<file path="config.mk">
export PLATFORM = sky130hd
export DESIGN_NAME = dense_graph_shortest_paths_unit
export DESIGN_NICKNAME = d
export VERILOG_FILES = /design/src/hw/rtl/dgsp_pkg.sv /design/src/hw/rtl/dense_graph_shortest_paths_unit.sv /design/src/hw/rtl/dgsp_ram.sv /design/src/hw/rtl/dgsp_ctrl.sv /design/src/hw/rtl/dgsp_datapath.sv
export SDC_FILE = /design/constraint.sdc
export NUM_CORES = 2
export LEC_CHECK = 0
export BUFFER_PORTS_ARGS = -buffer_cell sky130_fd_sc_hd__buf_4
export CAP_MARGIN = 25
export CELL_PAD_IN_SITES_DETAIL_PLACEMENT = 1
export CELL_PAD_IN_SITES_GLOBAL_PLACEMENT = 1
export CORE_AREA = 2 2 436 438
export CTS_CLUSTER_DIAMETER = 40
export DETAILED_ROUTE_END_ITERATION = 16
export DIE_AREA = 0 0 438 440
export PLACE_DENSITY = 0.81
export SYNTH_ARGS = -nofsm -noshare
export SYNTH_HDL_FRONTEND = slang
export SYNTH_HIERARCHICAL = 1
export SYNTH_SLANG_ARGS = --single-unit
</file>
<file path="constraint.sdc">
create_clock -name i_clk -period 9.1 [get_ports i_clk]
set_clock_uncertainty 0.05 [all_clocks]
set_input_delay 1.82 -clock i_clk [delete_from_list [all_inputs] [get_ports i_clk]]
set_output_delay 1.82 -clock i_clk [all_outputs]
set_load 0.03 [all_outputs]
</file>
<file path="src/hw/rtl/dgsp_pkg.sv">
package dgsp_pkg;

    localparam int NODE_FIELD_W = 4;
    localparam int IN_WEIGHT_W  = 8;
    localparam int COST_W       = 12;
    localparam int KEY_W        = COST_W + 1;
    localparam int SUM_W        = COST_W + 1;

    localparam logic [COST_W-1:0] COST_MAX      = '1;
    localparam logic [KEY_W-1:0]  UNREACHED_KEY = KEY_W'(1) << COST_W;

    localparam logic OP_WRITE = 1'b0;
    localparam logic OP_RUN   = 1'b1;

    localparam int APB_ADDR_W  = 3;
    localparam int APB_DATA_W  = 32;
    localparam int REG_IDX_LSB = 2;
    localparam logic [APB_ADDR_W-REG_IDX_LSB-1:0] REG_SOURCE = '0;

    typedef struct packed {
        logic                    opcode;
        logic [NODE_FIELD_W-1:0] row_node;
        logic [NODE_FIELD_W-1:0] col_node;
        logic [IN_WEIGHT_W-1:0]  edge_weight;
    } t_in_item;

    typedef struct packed {
        logic [NODE_FIELD_W-1:0] node_index;
        logic [COST_W-1:0]       distance;
        logic                    reachable;
        logic                    last;
    } t_out_item;

    typedef struct packed {
        logic clear_en;
        logic wr_en;
        logic run_init;
        logic scan_issue;
        logic settle;
        logic relax_issue;
    } t_dp_cmd;

    typedef struct packed {
        logic sel_unreached;
    } t_dp_status;

endpackage

</file>
<file path="src/hw/rtl/dense_graph_shortest_paths_unit.sv">
// Single-source shortest paths over a dense weighted adjacency matrix.
// Input channel (i_in_valid/o_in_ready): a write item (opcode 0) stores one
// edge weight, zero meaning no edge; a run item (opcode 1) searches from the
// source node held in the APB register at address 0.
// Output channel (o_out_valid/i_out_ready): a run yields NODES items, one per
// node in index order, with last set on node NODES-1. A write yields none.
// After reset the weight store is swept to zero with o_in_ready low; APB
// writes are taken during the sweep.
// A write item leaves the block idle and ready. A run takes NODES-1 rounds:
// a scan over the cost store, a pick step and a settle step, then a relax
// pass over the picked node's weight row unless that node is unreached.
// Each store has a single read port that walks one node per cycle.
// Results then follow one at a time, each read out before it is shown.
// A stalled receiver holds the current result item; the block takes no new
// input item until the last result of the run is taken.
module dense_graph_shortest_paths_unit #(
    parameter int NODES       = 16,
    parameter int WEIGHT_BITS = 8
) (
    input  logic                                i_clk,
    input  logic                                i_rst_n,
    input  logic                                psel,
    input  logic                                penable,
    input  logic                                pwrite,
    input  logic [dgsp_pkg::APB_ADDR_W-1:0]     paddr,
    input  logic [dgsp_pkg::APB_DATA_W-1:0]     pwdata,
    output logic [dgsp_pkg::APB_DATA_W-1:0]     prdata,
    output logic                                pready,
    input  logic                                i_in_valid,
    output logic                                o_in_ready,
    input  dgsp_pkg::t_in_item                  i_in_item,
    output logic                                o_out_valid,
    input  logic                                i_out_ready,
    output dgsp_pkg::t_out_item                 o_out_item
);

    import dgsp_pkg::*;

    localparam int NW = $clog2(NODES);
    localparam int AW = $clog2(NODES * NODES);

    logic [NODE_FIELD_W-1:0] r_source;
    logic                    reg_hit;
    t_dp_cmd                 cmd;
    t_dp_status              status;
    logic [NW-1:0]           k;
    logic [AW-1:0]           clr_addr;

    assign reg_hit = (paddr[APB_ADDR_W-1:REG_IDX_LSB] == REG_SOURCE);
    assign pready  = 1'b1;
    assign prdata  = reg_hit ? APB_DATA_W'(r_source) : '0;

    always_ff @(posedge i_clk) begin
        if (!i_rst_n) begin
            r_source <= '0;
        end else if (psel && penable && pwrite && reg_hit) begin
            r_source <= pwdata[NODE_FIELD_W-1:0];
        end
    end

    dgsp_ctrl #(
        .NODES (NODES)
    ) u_ctrl (
        .i_clk       (i_clk),
        .i_rst_n     (i_rst_n),
        .i_in_valid  (i_in_valid),
        .i_opcode    (i_in_item.opcode),
        .o_in_ready  (o_in_ready),
        .o_out_valid (o_out_valid),
        .i_out_ready (i_out_ready),
        .o_cmd       (cmd),
        .i_status    (status),
        .o_k         (k),
        .o_clr_addr  (clr_addr)
    );

    dgsp_datapath #(
        .NODES       (NODES),
        .WEIGHT_BITS (WEIGHT_BITS)
    ) u_datapath (
        .i_clk      (i_clk),
        .i_rst_n    (i_rst_n),
        .i_cmd      (cmd),
        .o_status   (status),
        .i_k        (k),
        .i_clr_addr (clr_addr),
        .i_in_item  (i_in_item),
        .i_source   (r_source),
        .o_out_item (o_out_item)
    );

endmodule

</file>
<file path="src/hw/rtl/dgsp_ram.sv">
module dgsp_ram #(
    parameter int WIDTH = 8,
    parameter int DEPTH = 256,
    localparam int AW = (DEPTH > 1) ? $clog2(DEPTH) : 1
) (
    input  logic             i_clk,
    input  logic             i_wr_en,
    input  logic [AW-1:0]    i_wr_addr,
    input  logic [WIDTH-1:0] i_wr_data,
    input  logic [AW-1:0]    i_rd_addr,
    output logic [WIDTH-1:0] o_rd_data
);

    logic [WIDTH-1:0] r_mem [DEPTH];
    logic [WIDTH-1:0] r_rd_data;

    always_ff @(posedge i_clk) begin
        if (i_wr_en) begin
            r_mem[i_wr_addr] <= i_wr_data;
        end
        r_rd_data <= r_mem[i_rd_addr];
    end

    assign o_rd_data = r_rd_data;

endmodule

</file>
<file path="src/hw/rtl/dgsp_ctrl.sv">
module dgsp_ctrl #(
    parameter int NODES = 16,
    localparam int NW = $clog2(NODES),
    localparam int AW = $clog2(NODES * NODES)
) (
    input  logic                 i_clk,
    input  logic                 i_rst_n,
    input  logic                 i_in_valid,
    input  logic                 i_opcode,
    output logic                 o_in_ready,
    output logic                 o_out_valid,
    input  logic                 i_out_ready,
    output dgsp_pkg::t_dp_cmd    o_cmd,
    input  dgsp_pkg::t_dp_status i_status,
    output logic [NW-1:0]        o_k,
    output logic [AW-1:0]        o_clr_addr
);

    import dgsp_pkg::*;

    localparam logic [3:0] S_CLEAR  = 4'd0;
    localparam logic [3:0] S_IDLE   = 4'd1;
    localparam logic [3:0] S_SCAN   = 4'd2;
    localparam logic [3:0] S_PICK   = 4'd3;
    localparam logic [3:0] S_SETTLE = 4'd4;
    localparam logic [3:0] S_RELAX  = 4'd5;
    localparam logic [3:0] S_RFLUSH = 4'd6;
    localparam logic [3:0] S_OREAD  = 4'd7;
    localparam logic [3:0] S_OSHOW  = 4'd8;

    localparam logic [NW-1:0] K_LAST     = NW'(NODES - 1);
    localparam logic [NW-1:0] ROUND_LAST = NW'(NODES - 2);
    localparam logic [AW-1:0] CLR_LAST   = AW'(NODES * NODES - 1);

    logic [3:0]    r_state, n_state;
    logic [NW-1:0] r_k, n_k;
    logic [NW-1:0] r_round, n_round;
    logic [AW-1:0] r_clr, n_clr;
    t_dp_cmd       cmd;

    always_comb begin
        n_state = r_state;
        n_k     = r_k;
        n_round = r_round;
        n_clr   = r_clr;
        cmd     = '0;
        case (r_state)
            S_CLEAR: begin
                cmd.clear_en = 1'b1;
                if (r_clr == CLR_LAST) begin
                    n_state = S_IDLE;
                end else begin
                    n_clr = r_clr + AW'(1);
                end
            end
            S_IDLE: begin
                if (i_in_valid) begin
                    if (i_opcode == OP_RUN) begin
                        cmd.run_init = 1'b1;
                        n_state      = S_SCAN;
                        n_k          = '0;
                        n_round      = '0;
                    end else begin
                        cmd.wr_en = 1'b1;
                    end
                end
            end
            S_SCAN: begin
                cmd.scan_issue = 1'b1;
                if (r_k == K_LAST) begin
                    n_state = S_PICK;
                    n_k     = '0;
                end else begin
                    n_k = r_k + NW'(1);
                end
            end
            S_PICK: begin
                n_state = S_SETTLE;
            end
            S_SETTLE: begin
                cmd.settle = 1'b1;
                n_k        = '0;
                if (!i_status.sel_unreached) begin
                    n_state = S_RELAX;
                end else if (r_round == ROUND_LAST) begin
                    n_state = S_OREAD;
                end else begin
                    n_round = r_round + NW'(1);
                    n_state = S_SCAN;
                end
            end
            S_RELAX: begin
                cmd.relax_issue = 1'b1;
                if (r_k == K_LAST) begin
                    n_state = S_RFLUSH;
                    n_k     = '0;
                end else begin
                    n_k = r_k + NW'(1);
                end
            end
            S_RFLUSH: begin
                n_k = '0;
                if (r_round == ROUND_LAST) begin
                    n_state = S_OREAD;
                end else begin
                    n_round = r_round + NW'(1);
                    n_state = S_SCAN;
                end
            end
            S_OREAD: begin
                n_state = S_OSHOW;
            end
            S_OSHOW: begin
                if (i_out_ready) begin
                    if (r_k == K_LAST) begin
                        n_state = S_IDLE;
                        n_k     = '0;
                    end else begin
                        n_k     = r_k + NW'(1);
                        n_state = S_OREAD;
                    end
                end
            end
            default: begin
                n_state = S_IDLE;
            end
        endcase
    end

    always_ff @(posedge i_clk) begin
        if (!i_rst_n) begin
            r_state <= S_CLEAR;
            r_k     <= '0;
            r_round <= '0;
            r_clr   <= '0;
        end else begin
            r_state <= n_state;
            r_k     <= n_k;
            r_round <= n_round;
            r_clr   <= n_clr;
        end
    end

    assign o_cmd       = cmd;
    assign o_k         = r_k;
    assign o_clr_addr  = r_clr;
    assign o_in_ready  = (r_state == S_IDLE);
    assign o_out_valid = (r_state == S_OSHOW);

endmodule

</file>
<file path="src/hw/rtl/dgsp_datapath.sv">
module dgsp_datapath #(
    parameter int NODES       = 16,
    parameter int WEIGHT_BITS = 8,
    localparam int NW = $clog2(NODES),
    localparam int AW = $clog2(NODES * NODES)
) (
    input  logic                                i_clk,
    input  logic                                i_rst_n,
    input  dgsp_pkg::t_dp_cmd                   i_cmd,
    output dgsp_pkg::t_dp_status                o_status,
    input  logic [NW-1:0]                       i_k,
    input  logic [AW-1:0]                       i_clr_addr,
    input  dgsp_pkg::t_in_item                  i_in_item,
    input  logic [dgsp_pkg::NODE_FIELD_W-1:0]   i_source,
    output dgsp_pkg::t_out_item                 o_out_item
);

    import dgsp_pkg::*;

    localparam int WSW = (WEIGHT_BITS < IN_WEIGHT_W) ? WEIGHT_BITS : IN_WEIGHT_W;
    localparam logic [NW-1:0] K_LAST = NW'(NODES - 1);

    logic [NODES-1:0]  r_unreached;
    logic [NODES-1:0]  r_settled;
    logic              r_scan_v;
    logic              r_relax_v;
    logic [NW-1:0]     r_kd;
    logic [KEY_W-1:0]  r_best;
    logic [NW-1:0]     r_sel;
    logic [AW-1:0]     r_base;
    logic [COST_W-1:0] r_cost_m;

    logic              row_ok, col_ok, source_ok;
    logic [NW-1:0]     src_idx;
    logic [AW-1:0]     in_waddr;
    logic              w_wr_en;
    logic [AW-1:0]     w_wr_addr;
    logic [WSW-1:0]    w_wr_data;
    logic [AW-1:0]     w_rd_addr;
    logic [WSW-1:0]    w_rd_data;
    logic              c_wr_en;
    logic [NW-1:0]     c_wr_addr;
    logic [COST_W-1:0] c_wr_data;
    logic [COST_W-1:0] c_rd_data;
    logic [SUM_W-1:0]  sum;
    logic [COST_W-1:0] new_cost;
    logic              relax_hit;
    logic [KEY_W-1:0]  key;
    logic              take;
    logic [NODES-1:0]  unreached_init;

    assign row_ok    = 32'(i_in_item.row_node) < NODES;
    assign col_ok    = 32'(i_in_item.col_node) < NODES;
    assign source_ok = 32'(i_source) < NODES;
    assign src_idx   = NW'(i_source);
    assign in_waddr  = AW'(i_in_item.row_node) * AW'(NODES) + AW'(i_in_item.col_node);

    assign w_wr_en   = i_cmd.clear_en | (i_cmd.wr_en & row_ok & col_ok);
    assign w_wr_addr = i_cmd.clear_en ? i_clr_addr : in_waddr;
    assign w_wr_data = i_cmd.clear_en ? '0 : WSW'(i_in_item.edge_weight);
    assign w_rd_addr = r_base + AW'(i_k);

    dgsp_ram #(
        .WIDTH (WSW),
        .DEPTH (NODES * NODES)
    ) u_weight_ram (
        .i_clk     (i_clk),
        .i_wr_en   (w_wr_en),
        .i_wr_addr (w_wr_addr),
        .i_wr_data (w_wr_data),
        .i_rd_addr (w_rd_addr),
        .o_rd_data (w_rd_data)
    );

    assign sum       = SUM_W'(r_cost_m) + SUM_W'(w_rd_data);
    assign new_cost  = (sum > SUM_W'(COST_MAX)) ? COST_MAX : sum[COST_W-1:0];
    assign relax_hit = r_relax_v & ~r_settled[r_kd] & (w_rd_data != '0)
                     & (r_unreached[r_kd] | (sum < SUM_W'(c_rd_data)));

    assign c_wr_en   = (i_cmd.run_init & source_ok) | relax_hit;
    assign c_wr_addr = i_cmd.run_init ? src_idx : r_kd;
    assign c_wr_data = i_cmd.run_init ? '0 : new_cost;

    dgsp_ram #(
        .WIDTH (COST_W),
        .DEPTH (NODES)
    ) u_cost_ram (
        .i_clk     (i_clk),
        .i_wr_en   (c_wr_en),
        .i_wr_addr (c_wr_addr),
        .i_wr_data (c_wr_data),
        .i_rd_addr (i_k),
        .o_rd_data (c_rd_data)
    );

    assign key  = r_unreached[r_kd] ? UNREACHED_KEY : {1'b0, c_rd_data};
    assign take = r_scan_v & ~r_settled[r_kd] & (key <= r_best);

    always_comb begin
        unreached_init = '1;
        if (source_ok) begin
            unreached_init[src_idx] = 1'b0;
        end
    end

    always_ff @(posedge i_clk) begin
        if (!i_rst_n) begin
            r_scan_v    <= 1'b0;
            r_relax_v   <= 1'b0;
            r_unreached <= '1;
            r_settled   <= '0;
        end else begin
            r_scan_v  <= i_cmd.scan_issue;
            r_relax_v <= i_cmd.relax_issue;
            if (i_cmd.run_init) begin
                r_unreached <= unreached_init;
                r_settled   <= '0;
            end else begin
                if (i_cmd.settle) begin
                    r_settled[r_sel] <= 1'b1;
                end
                if (relax_hit) begin
                    r_unreached[r_kd] <= 1'b0;
                end
            end
        end
    end

    always_ff @(posedge i_clk) begin
        r_kd <= i_k;
        if (i_cmd.scan_issue && i_k == '0) begin
            r_best <= UNREACHED_KEY;
            r_sel  <= '0;
        end else if (take) begin
            r_best <= key;
            r_sel  <= r_kd;
        end
        if (i_cmd.settle) begin
            r_base   <= AW'(r_sel) * AW'(NODES);
            r_cost_m <= r_best[COST_W-1:0];
        end
    end

    assign o_status.sel_unreached = r_unreached[r_sel];

    assign o_out_item.node_index = NODE_FIELD_W'(i_k);
    assign o_out_item.distance   = r_unreached[i_k] ? '0 : c_rd_data;
    assign o_out_item.reachable  = ~r_unreached[i_k];
    assign o_out_item.last       = (i_k == K_LAST);

endmodule

</file>
After elaboration in Yosys (flattened, before gate mapping)
Memory sizes are Yosys's and may differ from the RTL's. A register that Yosys moved wholly into a read port is not among the register bits.
Cells that the tools add are included.
- flip-flop bits (word level): 95
- memory bits (writable): 2240
- output and inout bits: 53
- word-level logic and storage cells: 141
- memories kept: 2
- memories (memory ; depth ; bits a word ; read ports ; clocked after memory_dff ; wr ports ; line ; text):
    u_datapath.u_weight_ram.r_mem ; 256 ; 8 ; 1 ; 1 ; 1 ; dgsp_ram.sv:14 ; logic [WIDTH-1:0] r_mem [DEPTH];
    u_datapath.u_cost_ram.r_mem ; 16 ; 12 ; 1 ; 1 ; 1 ; dgsp_ram.sv:14 ;
- $add $sub $neg: 6
- $lt $le $gt $ge: 10
- equality and inequality tests: 18
- mux-type cells: 54
- bitwise logic cells: 17
- reductions and logical operators: 20
- operator list (operator ; count):
    4-bit two-way mux ; 15
    12-bit two-way mux ; 3
    4-bit case mux with 9 select lines ; 1
    16-bit two-way mux ; 2
    16-bit inverter ; 2
    4-bit by 5-bit < comparator with 1-bit output (second input constant) ; 4
    1-bit two-way mux ; 17
    8-bit by 4-bit adder with 8-bit output ; 2
    16-bit AND ; 1
    1-bit binary-select mux with 4-bit select ; 4
    4-bit by 3-bit == test with 1-bit output (second input constant) ; 4
    8-bit two-way mux ; 2
    16-bit bitwise OR ; 1
    4-bit case mux with 4 select lines ; 1
    12-bit by 8-bit adder with 13-bit output ; 1
    13-bit by 12-bit > comparator with 1-bit output (second input constant) ; 1
    13-bit <= comparator ; 1
    13-bit by 12-bit < comparator with 1-bit output ; 1
    13-bit two-way mux ; 1
    1-bit demux with 4-bit select ; 3
    4-bit == test (second input constant) ; 3
    4-bit by 1-bit greater-or-equal comparator with 1-bit output (second input constant) ; 3
    4-bit case mux with 3 select lines ; 1
    4-bit by 1-bit adder with 4-bit output (second input constant) ; 2
    21 further kinds ; 49

Longest topological paths before layout
- depth after elaboration: 9
- mapped depth: 18
- mapped depth without buffers: 18

Modules after synthesis
Netlist, hierarchy kept.
- by module, submodules not included (module ; times used ; cells each ; area each (um2)):
    dgsp_ram at u_datapath.u_weight_ram ; 1 ; 3733 ; 79556.3
    dgsp_ram at u_datapath.u_cost_ram ; 1 ; 329 ; 7599.8
    dgsp_datapath ; 1 ; 554 ; 4779.6
    dgsp_ctrl ; 1 ; 144 ; 1244.9
    dense_graph_shortest_paths_unit ; 1 ; 54 ; 429.2

Worst setup path after synthesis
OpenSTA, ideal clock, no wires.
- path type: input-to-reg
- start point: input i_in_item[0] (netlist name)
- end point: memory u_datapath.u_weight_ram.r_mem[0][0], data pin
- arrival time: 7965 ps
- data required time: 7604 ps
- slack: -361 ps
- stages: 1
- path buffers: 0
- cell sequence: nor2b_1
- word-level cells in the longest chain between the ends: 1
- RTL lines (what ; line ; text):
    start, declared ; dense_graph_shortest_paths_unit.sv:31 ; input dgsp_pkg::t_in_item i_in_item,
    8-bit two-way mux ; dgsp_datapath.sv:60 ; assign w_wr_data = i_cmd.clear_en ? '0 : WSW'(i_in_item.edge_weight);
    end, declared ; dgsp_ram.sv:14 ;
No other way between the ends.

Final worst setup path
- start point: register u_datapath.u_weight_ram.r_rd_data[0], in the netlist u_datapath/u_weight_ram/o_rd_data[0] (read register of u_datapath.u_weight_ram.r_mem)
- end point: memory u_datapath/u_cost_ram/r_mem[4][7] (netlist name), enable pin
- word-level cells in the longest chain between the ends: 7
- elaborated cells on any way between the ends: 9
- classes of those cells: add/sub (1); order compare (1); mux (2); bitwise (4); reduce/logical (1)
- RTL lines (what ; line ; text):
    start, declared ; dgsp_ram.sv:15 ; logic [WIDTH-1:0] r_rd_data;
    12-bit by 8-bit adder with 13-bit output ; dgsp_datapath.sv:75 ; assign sum = SUM_W'(r_cost_m) + SUM_W'(w_rd_data);
    13-bit by 12-bit < comparator with 1-bit output ; dgsp_datapath.sv:78 ; & (r_unreached[r_kd] | (sum < SUM_W'(c_rd_data)));
    1-bit bitwise OR ; dgsp_datapath.sv:78 ;
    1-bit AND (*) ; dgsp_datapath.sv:78 ;
    1-bit bitwise OR (*) ; dgsp_datapath.sv:80 ; assign c_wr_en = (i_cmd.run_init & source_ok) | relax_hit;
    net u_datapath.c_wr_en ; dgsp_datapath.sv:41 ; logic c_wr_en;
    1-bit two-way mux (*) ; dgsp_ram.sv:18 ; if (i_wr_en) begin
    1-bit two-way mux (implied by the code) (*) ; dgsp_ram.sv:19 ; r_mem[i_wr_addr] <= i_wr_data;
    end, declared ; dgsp_ram.sv:14 ;
The timed path passes the listed nets; every way through them passes the cells marked *.

==> reports/metrics.yaml <==
route:
  top_layer_used: "met5"
  via_count: 51596
  drc_errors: 0
  met1_length_um: 94300
  wl_per_cell_um: 34.5
  dr_wl_met3_um: 26300
  drt-vias-per-instance: 6.68
  drtAntennaViolNets: 0
  drt_iter0_markers: 6774
  met2_length_um: 131000
  totalWireLength_um: 266000
  firstDrtPassIters: 6
place:
  place_hpwl_um: 147000
  routabilityCongestion: 0.825
  io_buffer_count: 52
  dpl-instance-area_mm2: 0.0964
sta:
  setup_viol: 0
  setup_tns_ns: 0
  fin_hold_ws_ns: 0.414
  worstMarginPinSlew_ns: 1.27
  fmax_mhz: 178
  period_needed_ns: 5.63
  fin_crit_sh_pct: 61.8
  slew-limit-headroom_pct: 15.2
  maxSlewViolCount: 0
  final_hold_viol_count: 0
  rsz0062_at_grt: "no"
logic_synthesis:
  synth_cell_types: 92
  synth_area_mm2: 0.0936
  synthArstFlopShare_pct: 0
  avgSynthCellArea_um2: 19.4
  yosysSeqAreaShare_pct: 74.5
  syn_inst: 4814
  ys_warn_count: 6
  ys_seq_elements: 2355
  ys.flop_type: "edfxtp_1"
  synth_edf_count: 2256
floorplan:
  pin_count: 112
  die_h_um: 440
  die_area_mm2: 0.193
  rows: 160
  start_util_pct: 49.6
  die_w_um: 438
  core-area_mm2: 0.189
critical_path:
  start_kind: "flip-flop"
  crit_arrival_ns: 6.16
  cp-end-kind: "flip-flop"
  cp_max_fo: 8
  path_class: "flip-flop to flip-flop"
  crit_required_ns: 9.63
global_route:
  track_usage_pct: 27.5
  grt_pass1_wl_um: 385000
  grt_max_degree: 241
  first_global_vias: 53389
  antenna_found_initial: 8
  grt_overflow: 0
final_layout:
  fin_nets: 5093
  drive_above_1_share_pct: 23.3
  syn_to_final_growth_pct: 13.3
  design_area_mm2: 0.106
  fillers: 16348
  mostFrequentLayoutCell: "edfxtp_1"
  final_cell_mix: "edfxtp_1 (2256), mux4_2 (505), nor2_1 (354)"
clock_tree:
  cts_hold_buf: 0
  clk_latency_ns: 0.91
  cts_root_buf: "clkbuf_16"
  postCtsSetupRepairBufs: 0
  cts_sinks: 2355
  cts_buffers: 296
  clkSlewWorstSetupHoldPaths_ns: 0.07
  cts.htree.levels: 5
  post_cts_resized: 0
  cts.path.max_buffers: 4
  cts_tree: "done"
pwr:
  power_density_mw_per_mm2: 221
  ir_worst_vdd_uv: 201
  p_leak_nw: 33.1
flow_run:
  drv_cap: 0
status:
  status: "complete, no violations"
min_path:
  hold_class: "flip-flop to flip-flop"
[critical path, stage by stage, from the launching register on]
cell,delay (ns)
dfxtp_1,0.33
ha_1,0.18
inv_1,0.06
fa_1,0.39
nand2b_1,0.21
a21oi_1,0.25
nor2_1,0.13
o21ai_1,0.42
nand3_1,0.17
xnor2_1,0.16
ha_1,0.30
and3_1,0.20
a221oi_1,0.38
o21a_1,0.18
o311ai_1,0.10
buf_4,0.20
a21oi_1,0.30
or2_2,0.26
nand3b_1,0.22
nor3_2,0.53
buf_6,0.25
[stage by stage]
stage               setup WS [ns]  utilization [%]  std cells  total power (W)
floorplan                    2.70                -       4841           0.0121
global placement             3.47             51.0       7177           0.0121
detailed placement           3.40             51.1       7191           0.0121
CTS                          3.28             56.2       7700           0.0235
global route                 3.15             56.2       7719           0.0239
finish                       3.47             56.2       7723           0.0234
[synthesized netlist by cell type (28+ instances only)]
cell type  count  area (µm²)
mux4_2       505       11400
nor3_1        33         165
buf_4         62         465
o21ai_0       39         195
nor2_1       357        1340
a21oi_1      150         751
nand3_1       47         235
nor2b_1       56         350
clkbuf_1     149         559
edfxtp_1    2256       67700
nand2_1      131         492
dfxtp_1       99        1980
inv_1         47         176
o22ai_1       28         175
mux2i_1      147        1470
nor4_1        29         181
ha_1          36         450
buf_2         40         200
o221ai_1      46         403
a22oi_1      161        1210
[worst paths after layout]
| path | startpoint | to | slack, ns | cells after the start |
|---|---|---|---|---|
| worst max-delay path | u_datapath/u_weight_ram/o_rd_data[0]$_DFF_P_ | u_datapath/u_cost_ram/r_mem[4][7]$_DFFE_PP_ | 3.47 | 20 |
| worst min-delay path | u_datapath/r_best[4]$_SDFFE_PP0P_ | u_datapath/r_cost_m[4]$_DFFE_PP_ | 0.41 | 0 |
| worst max register to register | u_datapath/u_weight_ram/o_rd_data[0]$_DFF_P_ | u_datapath/u_cost_ram/r_mem[4][7]$_DFFE_PP_ | 3.47 | 20 |
| worst min register to register | u_datapath/r_best[4]$_SDFFE_PP0P_ | u_datapath/r_cost_m[4]$_DFFE_PP_ | 0.41 | 0 |
[kinds of logic after synthesis]
| kind of cell | share of synthesized area, % |
|---|---|
| compound gates | 4.22 |
| xor+xnor | 0.159 |
| fa+ha+maj | 0.503 |
| buf+inv | 2.35 |
| flops | 74.5 |
| mux | 14.4 |
| other cells | 0.00802 |
| simple gates | 3.90 |
[power by group]
group          leakage (nW)  internal, W  switching [W]  total (W)
clock                  4.59      0.00680        0.00472     0.0115
combinational          6.82    0.0000462       0.000147   0.000193
sequential             21.7       0.0117     0.00000982     0.0117
total                  33.1       0.0186        0.00488     0.0234
[layer usage]
metal  track usage (%)  vias up
li1                  -    20115
met1              35.0    27012
met2              45.0     3609
met3              5.84      856
met4              14.0        4
met5                 0        -
[area by class of cell]
class                   count  area, µm²  area share, %
flip-flops and latches   2355      69700           65.7
clock inverters           166       1720           1.62
well taps                2511       3140           2.96
inverters                  51        194          0.183
clock buffers             343       7780           7.34
multi-input cells        2111      21900           20.7
repair buffers            182       1550           1.46
diodes                      4       10.0        0.00944
[flip-flops by register name (all words and copies together) (netlist names), 8 cells and up]
register                           flops
u_ctrl/o_clr_addr                      8
u_datapath/r_best                     13
u_datapath/r_cost_m                   12
u_datapath/r_settled                  16
u_datapath/r_unreached                16
u_datapath/u_cost_ram/o_rd_data       12
u_datapath/u_cost_ram/r_mem          192
u_datapath/u_weight_ram/o_rd_data      8
u_datapath/u_weight_ram/r_mem       2048
(Power assumes the default switching activity.)
